<file path="config.mk">
export PLATFORM = sky130hd
export DESIGN_NAME = consistent_hash_ring_core_flat
export DESIGN_NICKNAME = d
export VERILOG_FILES = /design/src/sv/chr_pkg.sv /design/src/sv/chr_req_if.sv /design/src/sv/chr_rsp_if.sv /design/src/sv/chr_cell.sv /design/src/sv/consistent_hash_ring_core.sv /design/src/flat_wrapper.sv
export SDC_FILE = /design/constraint.sdc
export NUM_CORES = 2
export LEC_CHECK = 0
export BUFFER_PORTS_ARGS = -buffer_cell sky130_fd_sc_hd__buf_2
export CAP_MARGIN = 25
export CORE_MARGIN = 3
export CORE_UTILIZATION = 50
export CTS_CLUSTER_SIZE = 20
export DETAILED_ROUTE_END_ITERATION = 16
export PLACE_DENSITY = 0.66
export SKIP_LAST_GASP = 1
export SYNTH_ARGS = -nofsm -noshare
export SYNTH_HDL_FRONTEND = slang
export SYNTH_SLANG_ARGS = --single-unit
</file>
<file path="constraint.sdc">
create_clock -name clock -period 8.75 [get_ports clock]
set_clock_uncertainty 0.05 [all_clocks]
set_input_delay 1.75 -clock clock [delete_from_list [all_inputs] [get_ports clock]]
set_output_delay 1.75 -clock clock [all_outputs]
set_load 0.03 [all_outputs]
</file>
<file path="src/sv/chr_pkg.sv">
// Shared types and codes for the consistent hash ring.
package chr_pkg;

   localparam int ID_W   = 20;
   localparam int HASH_W = 32;
   localparam int OP_W   = 2;
   localparam int ST_W   = 2;

   localparam logic [OP_W-1:0] OP_ADD    = 2'd0;
   localparam logic [OP_W-1:0] OP_REMOVE = 2'd1;
   localparam logic [OP_W-1:0] OP_LOOKUP = 2'd2;

   localparam logic [ST_W-1:0] ST_OK        = 2'd0;
   localparam logic [ST_W-1:0] ST_NOT_FOUND = 2'd1;
   localparam logic [ST_W-1:0] ST_EMPTY     = 2'd2;
   localparam logic [ST_W-1:0] ST_FULL      = 2'd3;

   // one ring entry as held in a cell
   typedef struct packed {
      logic              valid;
      logic [HASH_W-1:0] hash;
      logic [ID_W-1:0]   server;
   } chr_entry_type;

   // command broadcast to every cell
   typedef struct packed {
      logic              add_en;
      logic              rem_en;
      logic [HASH_W-1:0] hash;
      logic [ID_W-1:0]   id;
   } chr_cmd_type;

   // signals rippling from cell to cell towards the high end
   typedef struct packed {
      logic            ins;
      logic            gt;
      logic            match;
      logic [ID_W-1:0] pick;
   } chr_link_type;

endpackage

</file>
<file path="src/sv/chr_req_if.sv">
// Request channel: operation, server id and hash.
interface chr_req_if
   import chr_pkg::*;
   ();
   logic              valid;
   logic              ready;
   logic [OP_W-1:0]   opcode;
   logic [ID_W-1:0]   node_id;
   logic [HASH_W-1:0] key_hash;

   modport source (output valid, output opcode, output node_id, output key_hash,
                   input ready);
   modport sink   (input valid, input opcode, input node_id, input key_hash,
                   output ready);
endinterface

</file>
<file path="src/sv/chr_rsp_if.sv">
// Response channel: chosen server and status.
interface chr_rsp_if
   import chr_pkg::*;
   ();
   logic            valid;
   logic            ready;
   logic [ID_W-1:0] chosen_server;
   logic [ST_W-1:0] status;

   modport source (output valid, output chosen_server, output status, input ready);
   modport sink   (input valid, input chosen_server, input status, output ready);
endinterface

</file>
<file path="src/sv/chr_cell.sv">
// One ring slot: holds an entry, shifts up on add and down on remove.
module chr_cell
   import chr_pkg::*;
(
   input  logic          clock,
   input  logic          reset,
   input  chr_cmd_type   cmd,
   input  chr_entry_type prev_entry,
   input  chr_entry_type next_entry,
   input  chr_link_type  link_in,
   output chr_entry_type entry,
   output chr_link_type  link_out
);

   logic              valid_ff;
   logic              valid_in;
   logic [HASH_W-1:0] hash_ff;
   logic [HASH_W-1:0] hash_in;
   logic [ID_W-1:0]   server_ff;
   logic [ID_W-1:0]   server_in;
   logic              lt;
   logic              ins;
   logic              gt;
   logic              match;
   logic              first_gt;

   assign lt       = cmd.hash < hash_ff;
   assign ins      = !valid_ff || lt;
   assign gt       = valid_ff && lt;
   assign match    = link_in.match || (valid_ff && (server_ff == cmd.id));
   assign first_gt = gt && !link_in.gt;

   // gt carries "some slot at or below here holds a larger hash"
   assign link_out.ins   = ins;
   assign link_out.gt    = link_in.gt || gt;
   assign link_out.match = match;
   assign link_out.pick  = link_in.pick | (first_gt ? server_ff : '0);

   assign entry.valid  = valid_ff;
   assign entry.hash   = hash_ff;
   assign entry.server = server_ff;

   always_comb begin
      valid_in  = valid_ff;
      hash_in   = hash_ff;
      server_in = server_ff;
      if (cmd.add_en) begin
         // insertion point is the first slot that is empty or holds a larger hash
         if (link_in.ins) begin
            valid_in  = prev_entry.valid;
            hash_in   = prev_entry.hash;
            server_in = prev_entry.server;
         end else if (ins) begin
            valid_in  = 1'b1;
            hash_in   = cmd.hash;
            server_in = cmd.id;
         end
      end else if (cmd.rem_en && match) begin
         valid_in  = next_entry.valid;
         hash_in   = next_entry.hash;
         server_in = next_entry.server;
      end
   end

   always_ff @(posedge clock) begin
      if (reset) begin
         valid_ff <= 1'b0;
      end else begin
         valid_ff <= valid_in;
      end
      hash_ff   <= hash_in;
      server_ff <= server_in;
   end

endmodule

</file>
<file path="src/sv/consistent_hash_ring_core.sv">
// Consistent hash ring top level: a row of slot cells and a response register.
// The response is registered: it goes valid in the cycle after request accept.
// Throughput: one request per cycle unless a held response stalls; each op updates
// every cell in the same cycle (critical path: first-match ripple over RING_SLOTS).
// Reset: synchronous; empties the ring and drops any pending response.
module consistent_hash_ring_core
   import chr_pkg::*;
#(
   parameter int RING_SLOTS = 16
)
(
   input logic      clock,
   input logic      reset,
   chr_req_if.sink   req_ch,
   chr_rsp_if.source rsp_ch
);

   chr_entry_type entries [RING_SLOTS+1];
   chr_link_type  links   [RING_SLOTS+1];
   chr_entry_type edge_entry;
   chr_cmd_type   cmd;

   logic            fire;
   logic            full;
   logic            empty;
   logic            found;
   logic            is_add;
   logic            is_rem;
   logic            is_lookup;
   logic            rsp_valid_ff;
   logic            rsp_valid_in;
   logic [ID_W-1:0] chosen_ff;
   logic [ID_W-1:0] chosen_in;
   logic [ST_W-1:0] status_ff;
   logic [ST_W-1:0] status_in;

   assign req_ch.ready = !rsp_valid_ff || rsp_ch.ready;
   assign fire         = req_ch.valid && req_ch.ready;

   assign is_add    = req_ch.opcode == OP_ADD;
   assign is_rem    = req_ch.opcode == OP_REMOVE;
   assign is_lookup = req_ch.opcode == OP_LOOKUP;

   assign empty = !entries[1].valid;
   assign full  = entries[RING_SLOTS].valid;
   assign found = links[RING_SLOTS].match;

   assign cmd.add_en = fire && is_add && !full;
   assign cmd.rem_en = fire && is_rem && found;
   assign cmd.hash   = req_ch.key_hash;
   assign cmd.id     = req_ch.node_id;

   assign edge_entry = '0;
   assign links[0]   = '0;

   // entries[k] is cell k-1; entries[0] stands for the empty slot below cell 0
   assign entries[0] = edge_entry;

   for (genvar i = 0; i < RING_SLOTS; i++) begin : g_cell
      chr_entry_type next_entry;

      if (i == RING_SLOTS - 1) begin : g_top
         assign next_entry = edge_entry;
      end else begin : g_mid
         assign next_entry = entries[i+2];
      end

      chr_cell u_cell (
         .clock      (clock),
         .reset      (reset),
         .cmd        (cmd),
         .prev_entry (entries[i]),
         .next_entry (next_entry),
         .link_in    (links[i]),
         .entry      (entries[i+1]),
         .link_out   (links[i+1])
      );
   end

   always_comb begin
      chosen_in = '0;
      status_in = ST_OK;
      if (is_add) begin
         status_in = full ? ST_FULL : ST_OK;
      end else if (is_rem) begin
         status_in = found ? ST_OK : ST_NOT_FOUND;
      end else if (is_lookup) begin
         if (empty) begin
            status_in = ST_EMPTY;
         end else if (links[RING_SLOTS].gt) begin
            chosen_in = links[RING_SLOTS].pick;
         end else begin
            // no hash above the key: wrap to the first entry
            chosen_in = entries[1].server;
         end
      end
   end

   always_comb begin
      rsp_valid_in = rsp_valid_ff;
      if (fire) begin
         rsp_valid_in = 1'b1;
      end else if (rsp_ch.ready) begin
         rsp_valid_in = 1'b0;
      end
   end

   always_ff @(posedge clock) begin
      if (reset) begin
         rsp_valid_ff <= 1'b0;
      end else begin
         rsp_valid_ff <= rsp_valid_in;
      end
      if (fire) begin
         chosen_ff <= chosen_in;
         status_ff <= status_in;
      end
   end

   assign rsp_ch.valid         = rsp_valid_ff;
   assign rsp_ch.chosen_server = chosen_ff;
   assign rsp_ch.status        = status_ff;

endmodule
</file>
<file path="src/flat_wrapper.sv">
// flat-port wrapper written by rule: the top's interface ports become plain ports
module consistent_hash_ring_core_flat import chr_pkg::*;
#(
   parameter int RING_SLOTS = 16
)
  (clock, reset, req_ch_valid, req_ch_opcode, req_ch_node_id, req_ch_key_hash, req_ch_ready, rsp_ch_valid, rsp_ch_chosen_server, rsp_ch_status, rsp_ch_ready);
  chr_req_if req_ch_i ();
  chr_rsp_if rsp_ch_i ();
  input logic clock;
  input logic reset;
  input wire logic [$bits(req_ch_i.valid)-1:0] req_ch_valid;
  input wire logic [$bits(req_ch_i.opcode)-1:0] req_ch_opcode;
  input wire logic [$bits(req_ch_i.node_id)-1:0] req_ch_node_id;
  input wire logic [$bits(req_ch_i.key_hash)-1:0] req_ch_key_hash;
  output wire logic [$bits(req_ch_i.ready)-1:0] req_ch_ready;
  output wire logic [$bits(rsp_ch_i.valid)-1:0] rsp_ch_valid;
  output wire logic [$bits(rsp_ch_i.chosen_server)-1:0] rsp_ch_chosen_server;
  output wire logic [$bits(rsp_ch_i.status)-1:0] rsp_ch_status;
  input wire logic [$bits(rsp_ch_i.ready)-1:0] rsp_ch_ready;
  assign req_ch_i.valid = req_ch_valid;
  assign req_ch_i.opcode = req_ch_opcode;
  assign req_ch_i.node_id = req_ch_node_id;
  assign req_ch_i.key_hash = req_ch_key_hash;
  assign req_ch_ready = req_ch_i.ready;
  assign rsp_ch_valid = rsp_ch_i.valid;
  assign rsp_ch_chosen_server = rsp_ch_i.chosen_server;
  assign rsp_ch_status = rsp_ch_i.status;
  assign rsp_ch_i.ready = rsp_ch_ready;
  consistent_hash_ring_core #(.RING_SLOTS(RING_SLOTS)) u_core (.clock(clock), .reset(reset), .req_ch(req_ch_i), .rsp_ch(rsp_ch_i));
endmodule
</file>
* After elaboration in Yosys (flattened, before gate mapping) *
Cells that the tools add are included.

operators by class
  divide/modulo/power cells = 0
  reductions and logical operators = 182
  equal/unequal tests = 34
  add/sub/neg operators = 0
  shift operators = 0
  magnitude comparators = 16
  multipliers = 0
  mux-type cells = 214
  bitwise operators = 17

operator list
  operator                                              number
  2-to-1 mux 32 bit                                     63
  2-to-1 mux 20 bit                                     80
  less-than comparator 32 bit                           16
  equality test 20 bit                                  16
  bitwise OR 20 bit                                     15
  logical AND 1 bit                                     68
  2-to-1 mux 1 bit                                      66
  logical OR 1 bit                                      47
  inequality test 3 bit (second input constant)         15
  nonzero test 2 bit                                    17
  logical NOT 1 bit                                     32
  AND reduction 2 bit                                   16
  2-to-1 mux 2 bit                                      5
  OR reduction 4 bit                                    1
  equality test 2 x 1 -> 1 bit (second input constant)  1
  equality test 2 bit (second input constant)           1
  logical NOT 2 bit                                     1
  inequality test 2 bit (second input constant)         1
  NOT 1 bit                                             2

storage, ports and cells
  word-level logic and storage cells = 514
  input bits = 58
  bits in read-only memories = 0
  bits in registers = 871
  RAM bits = 0
  output and inout port bits = 24
  latch bits = 0
  memories = 0

* Longest topological paths before layout *
  word-level depth = 21
  depth in mapped cells = 15
  depth with buffers taken out = 12

* By module *
A second synthesis with hierarchy kept.

unflattened totals
  cell total of the unflattened synthesis = 6,584
  area, all modules = 64,291.7 µm²

by module, submodules not included
  module                                  area an instance (µm²)  seq. area each (µm²)  cells an instance  times used
  chr_cell (u_core.g_cell[0].u_cell ...)  3,948.8                 1,581.5               406                11
  chr_cell (u_core.g_cell[5].u_cell ...)  3,946.3                 1,581.5               407                5
  consistent_hash_ring_core               1,123.6                 680.7                 83                 1

* Least setup slack after synthesis *
No wires, ideal clock.

  path kind = input to register
  from = input req_ch_node_id[13]
  to = register u_core.g_cell[10].u_cell.valid_ff
  data required time = 8.569 ns
  setup time = 0.131 ns
  arrival time = 7.642 ns
  path buffers = 2
  setup slack = 0.928 ns
  stages on the path = 11
  path through = clkbuf_1 > buf_2 > xnor2_1 > or3b_2 > nor4_1 > nand4b_1 > o41ai_1 > nor3_1 > o21ai_0 > nand3_1 > o211a_1

on the way
  longest elaborated chain between the ends = 21
  elaborated cells on any way between the ends = 51
  classes of those cells = eq/ne: 16; reduce/logical: 35

ends and longest elaborated chain
  element                          RTL line                         text
  start, declared                  flat_wrapper.sv:13               input wire logic [$bits(req_ch_i.node_id)-1:0] req_ch_node_id;
  equality test 20 bit             chr_cell.sv:30                   assign match = link_in.match || (valid_ff && (server_ff == cmd.id));
  logical AND 1 bit                chr_cell.sv:30
  logical OR 1 bit (15 in a row)   chr_cell.sv:30
  logical AND 1 bit                consistent_hash_ring_core.sv:49  assign cmd.rem_en = fire && is_rem && found;
  logical AND 1 bit *              chr_cell.sv:58                   end else if (cmd.rem_en && match) begin
  nonzero test 2 bit (no line) *   -
  AND reduction 2 bit (no line) *  -
  end signal, assigned             chr_cell.sv:69                   valid_ff <= valid_in;
  end, declared                    chr_cell.sv:15                   logic valid_ff;

Mark *: on every way between the ends. The rest lies on a longest branch, timed or not.
A chain may end at the register's enable or synchronous reset.

* Worst setup path in the final report *
  from = input req_ch_key_hash[29]
  to = register u_core.chosen_ff[6], in the netlist u_core.rsp_ch.chosen_server[6], data pin

on the way
  longest elaborated chain between the ends = 21
  elaborated cells on any way between the ends = 109
  classes of those cells = order compare: 16; mux: 17; bitwise: 15; reduce/logical: 61

ends and longest elaborated chain
  element                                                        RTL line                          text
  start, declared                                                flat_wrapper.sv:14                input wire logic [$bits(req_ch_i.key_hash)-1:0] req_ch_key_hash;
  less-than comparator 32 bit                                    chr_cell.sv:27                    assign lt = cmd.hash < hash_ff;
  logical AND 1 bit                                              chr_cell.sv:29                    assign gt = valid_ff && lt;
  logical NOT 1 bit or logical OR 1 bit (tied branches)          chr_cell.sv:31, chr_cell.sv:35
  logical AND 1 bit, or another cell as far along                chr_cell.sv:31                    assign first_gt = gt && !link_in.gt;
  2-to-1 mux 20 bit, or another cell as far along                chr_cell.sv:37                    assign link_out.pick = link_in.pick | (first_gt ? server_ff : '0);
  bitwise OR 20 bit, or another cell as far along (13 in a row)  chr_cell.sv:37
  bitwise OR 20 bit or 2-to-1 mux 20 bit (tied branches)         chr_cell.sv:37
  bitwise OR 20 bit                                              chr_cell.sv:37
  2-to-1 mux 20 bit *                                            consistent_hash_ring_core.sv:90   end else if (links[RING_SLOTS].gt) begin
  end signal, assigned                                           consistent_hash_ring_core.sv:115  chosen_ff <= chosen_in;
  end, declared                                                  consistent_hash_ring_core.sv:32   logic [ID_W-1:0] chosen_ff;

Marked as above.

==> impl_metrics.py <==
metrics = {
    "cells_and_area": {
        "area_delta_synth_final_pct": 8.25,
        "fillers": 11100,
        "layout.nets": 7175,
        "drive_gt1_share_pct": 6.46,
    },
    "yosys": {
        "yosysTopAreaCellShare_pct": 40.7,
        "ys_warn_count": 0,
        "synth_ff_type": "edfxtp_1",
        "async_reset_ff_share_pct": 0,
        "yosys.area.top_type": "edfxtp_1",
        "synth_edf_count": 854,
        "avgSynthCellArea_sq_um": 9.32,
        "syn_area_sq_um": 63100,
        "ys_seq_area_share_pct": 41.2,
        "ys_ff_latch": 871,
        "synth.distinct_cells": 89,
        "synth_area_leaders": "edfxtp_1 (41%), mux2i_1 (11%), ha_1 (9.8%), o21ai_0 (6.7%), nand2_1 (6.1%)",
        "syn_inst": 6765,
        "synth_nets": 7319,
    },
    "global_route": {
        "grt_antenna_before_repair": 3,
        "first_global_vias": 49800,
        "grt_max_degree": 278,
        "grt_pass1_wl_microns": 318000,
        "gr-total-overflow": 0,
        "grtUsageTotal_pct": 31.9,
    },
    "critical_path": {
        "critPathLaunchType": "input pin",
        "regToRegSetupSlack_ns": 3.65,
        "cp_max_fo": 23,
        "crit_arrival_ns": 6.57,
        "worstSetupPathType": "input pin to flip-flop",
        "required_ns": 9.15,
        "critPathCaptureType": "flip-flop",
    },
    "worst_hold_path": {
        "hold_path.class": "flip-flop to flip-flop",
    },
    "route": {
        "via_count": 52500,
        "drc": 0,
        "met3RoutedLength_microns": 24000,
        "wl_met2_microns": 88500,
        "drt_first_pass_iters": 7,
        "ant_nets": 0,
        "vias_per_cell": 6.29,
        "routed_wl_microns": 215000,
        "met1_length_microns": 94300,
        "post_drt_wl_per_cell_microns": 25.7,
        "first_iter_violations": 6666,
        "top_layer": "met5",
    },
    "floorplanning": {
        "fp.dieArea_sq_um": 130000,
        "die_x_microns": 361,
        "placement_rows": 129,
        "design.core.area_sq_um": 124000,
        "die_h_microns": 361,
        "start_util_pct": 50.7,
        "io_pins": 82,
    },
    "sta": {
        "finalSetupViolations": 0,
        "slew_violations": 0,
        "finalWorstSetupSlack_ns": 2.58,
        "finalCritPeriodShare_pct": 70.5,
        "hold_ws_ns": 0.489,
        "fin_tns_setup_ns": 0,
        "rsz0062_at_grt": "false",
        "period_needed_ns": 6.17,
        "tightest_slew_ns": 1.24,
        "slew_headroom_pct": 17.0,
        "finalHoldViolCount": 0,
        "fmax_ghz": 0.162,
    },
    "clock_tree": {
        "clock-sinks": 871,
        "h-tree-depth": 3,
        "cts_tree": "built",
        "cts_buffers": 104,
        "root_buffer": "clkbuf_16",
        "cts_resized": 0,
        "clk_latency_ns": 0.72,
        "cts_setup_buffers": 0,
        "clkTransAtPathRegs_ns": 0.06,
        "ctsHoldBuffers": 0,
        "clock_path_buffers": 3,
    },
    "power_and_ir_drop": {
        "power_leakage_uw": 0.0313,
        "finalPower_uw": 10700,
        "ir_worst_vdd_mv": 0.176,
        "p_per_area_nw_per_um2": 157,
    },
    "placement": {
        "dp_hpwl_microns": 154000,
        "finalWeightedCongestion": 1.02,
        "numPortBuffers": 81,
        "post-place-ws_ns": 2.01,
    },
    "status": {
        "status": "complete, no violations",
    },
    "job": {
        "maxCapViolCount": 0,
    },
}
routing by layer:
| metal | track usage [%] | up-vias |
|---|---|---|
| li1 | - | 24000 |
| met1 | 46.7 | 25200 |
| met2 | 45.7 | 2773 |
| met3 | 7.57 | 458 |
| met4 | 11.7 | 4 |
| met5 | 0 | - |
layout by cell type (no fill, tap or decap), drive strengths merged, types with 63 or more instances in the layout:
cell type	n
a21oi	200
xor2	86
nand4	158
nor2	298
a31oi	78
o21ai	861
xnor2	235
nor3	63
ha	496
buf	206
clkbuf	141
nand3	79
mux2i	699
inv	582
edfxtp	854
nand2	1019
synthesized netlist by cell type, types with 8 or more instances:
cell type	n
o21a_1	14
o22ai_1	20
a22oi_1	25
o211ai_1	12
nor3_1	63
inv_1	579
and4_1	18
nor3b_1	14
nand4b_1	11
a21o_1	60
nor2_1	296
buf_2	83
a31oi_1	78
nand3_1	79
a21oi_1	199
dfxtp_1	17
o221a_2	19
o21ai_0	840
buf_1	29
nor2b_1	20
o31ai_1	26
xnor2_1	235
a21boi_0	8
o21ai_1	21
and3_1	9
nand2b_1	16
and2_1	18
or2_2	11
nand4_1	156
a311oi_1	9
or4_1	10
o32ai_1	16
a211oi_1	51
edfxtp_1	854
ha_1	496
clkbuf_1	341
a221o_1	10
nand2_1	1019
nor4_1	53
a221oi_1	40
mux2i_1	699
xor2_1	86
path summary, 6_finish.rpt:
path	start	to	cells past startpoint
worst max-delay path	req_ch_key_hash[29]	u_core.rsp_ch.chosen_server[6]	11
worst min-delay path	u_core.rsp_ch.valid	u_core.rsp_ch.valid	2
worst min register to register	u_core.rsp_ch.valid	u_core.rsp_ch.valid	2
worst max register to register	u_core.g_cell[2].u_cell.hash_ff[29]	u_core.rsp_ch.chosen_server[6]	11
layout make-up:
cell class	instances	area, sq um	share of cell area (%)
antenna	1	2.50	0.00367
clock buffer	141	2830	4.14
clock inverter	47	428	0.627
inverter	579	2170	3.18
multi-input combinational	4859	33300	48.8
sequential	871	26000	38.1
tap	1637	2050	3.00
timing repair buffer	206	1460	2.14
cells by family after synthesis:
logic type / count (synthesis) / synth area share [%]
AND/OR/NAND/NOR: 1832 / 13.0
AO/OA/AOI/OAI: 1511 / 14.0
buffers and inverters: 1035 / 6.35
flip-flops: 871 / 41.2
multiplexers: 699 / 11.1
adder cells (fa/ha/maj): 496 / 9.84
XOR/XNOR: 321 / 4.46
report_power, final:
part           switching [uW]  total, uW  internal, uW
Sequential                160       4890          4730
Clock                    1840       4310          2480
Combinational             989       1490           497
registers in the layout, summed over array words and instances, names as in the netlist:
name and count:
u_core.g_cell.u_cell.hash_ff 512, u_core.rsp_ch.chosen_server 20, u_core.rsp_ch.valid 1, u_core.rsp_ch.status 2, u_core.g_cell.u_cell.server_ff 320, u_core.g_cell.u_cell.valid_ff 16
stage by stage:
stage | util, % | instances | area [sq um]
CTS | 54.9 | 8340 | 68300
floorplan | - | 6765 | 63100
global placement | 52.2 | 8148 | 64900
finish | 54.9 | 8341 | 68300
global route | 54.9 | 8340 | 68300
detailed placement | 52.2 | 8152 | 65000
worst max-delay path, stage by stage:
cell     delay [ns]
buf_2          0.49
ha_1           0.26
nand4_1        0.16
nor4_1         0.94
o21ai_0        0.33
and4b_1        0.39
nor4_2         0.71
nand3_1        0.24
or3_1          0.77
o31ai_1        0.40
a31oi_1        0.06
(Power assumes the default switching activity.)
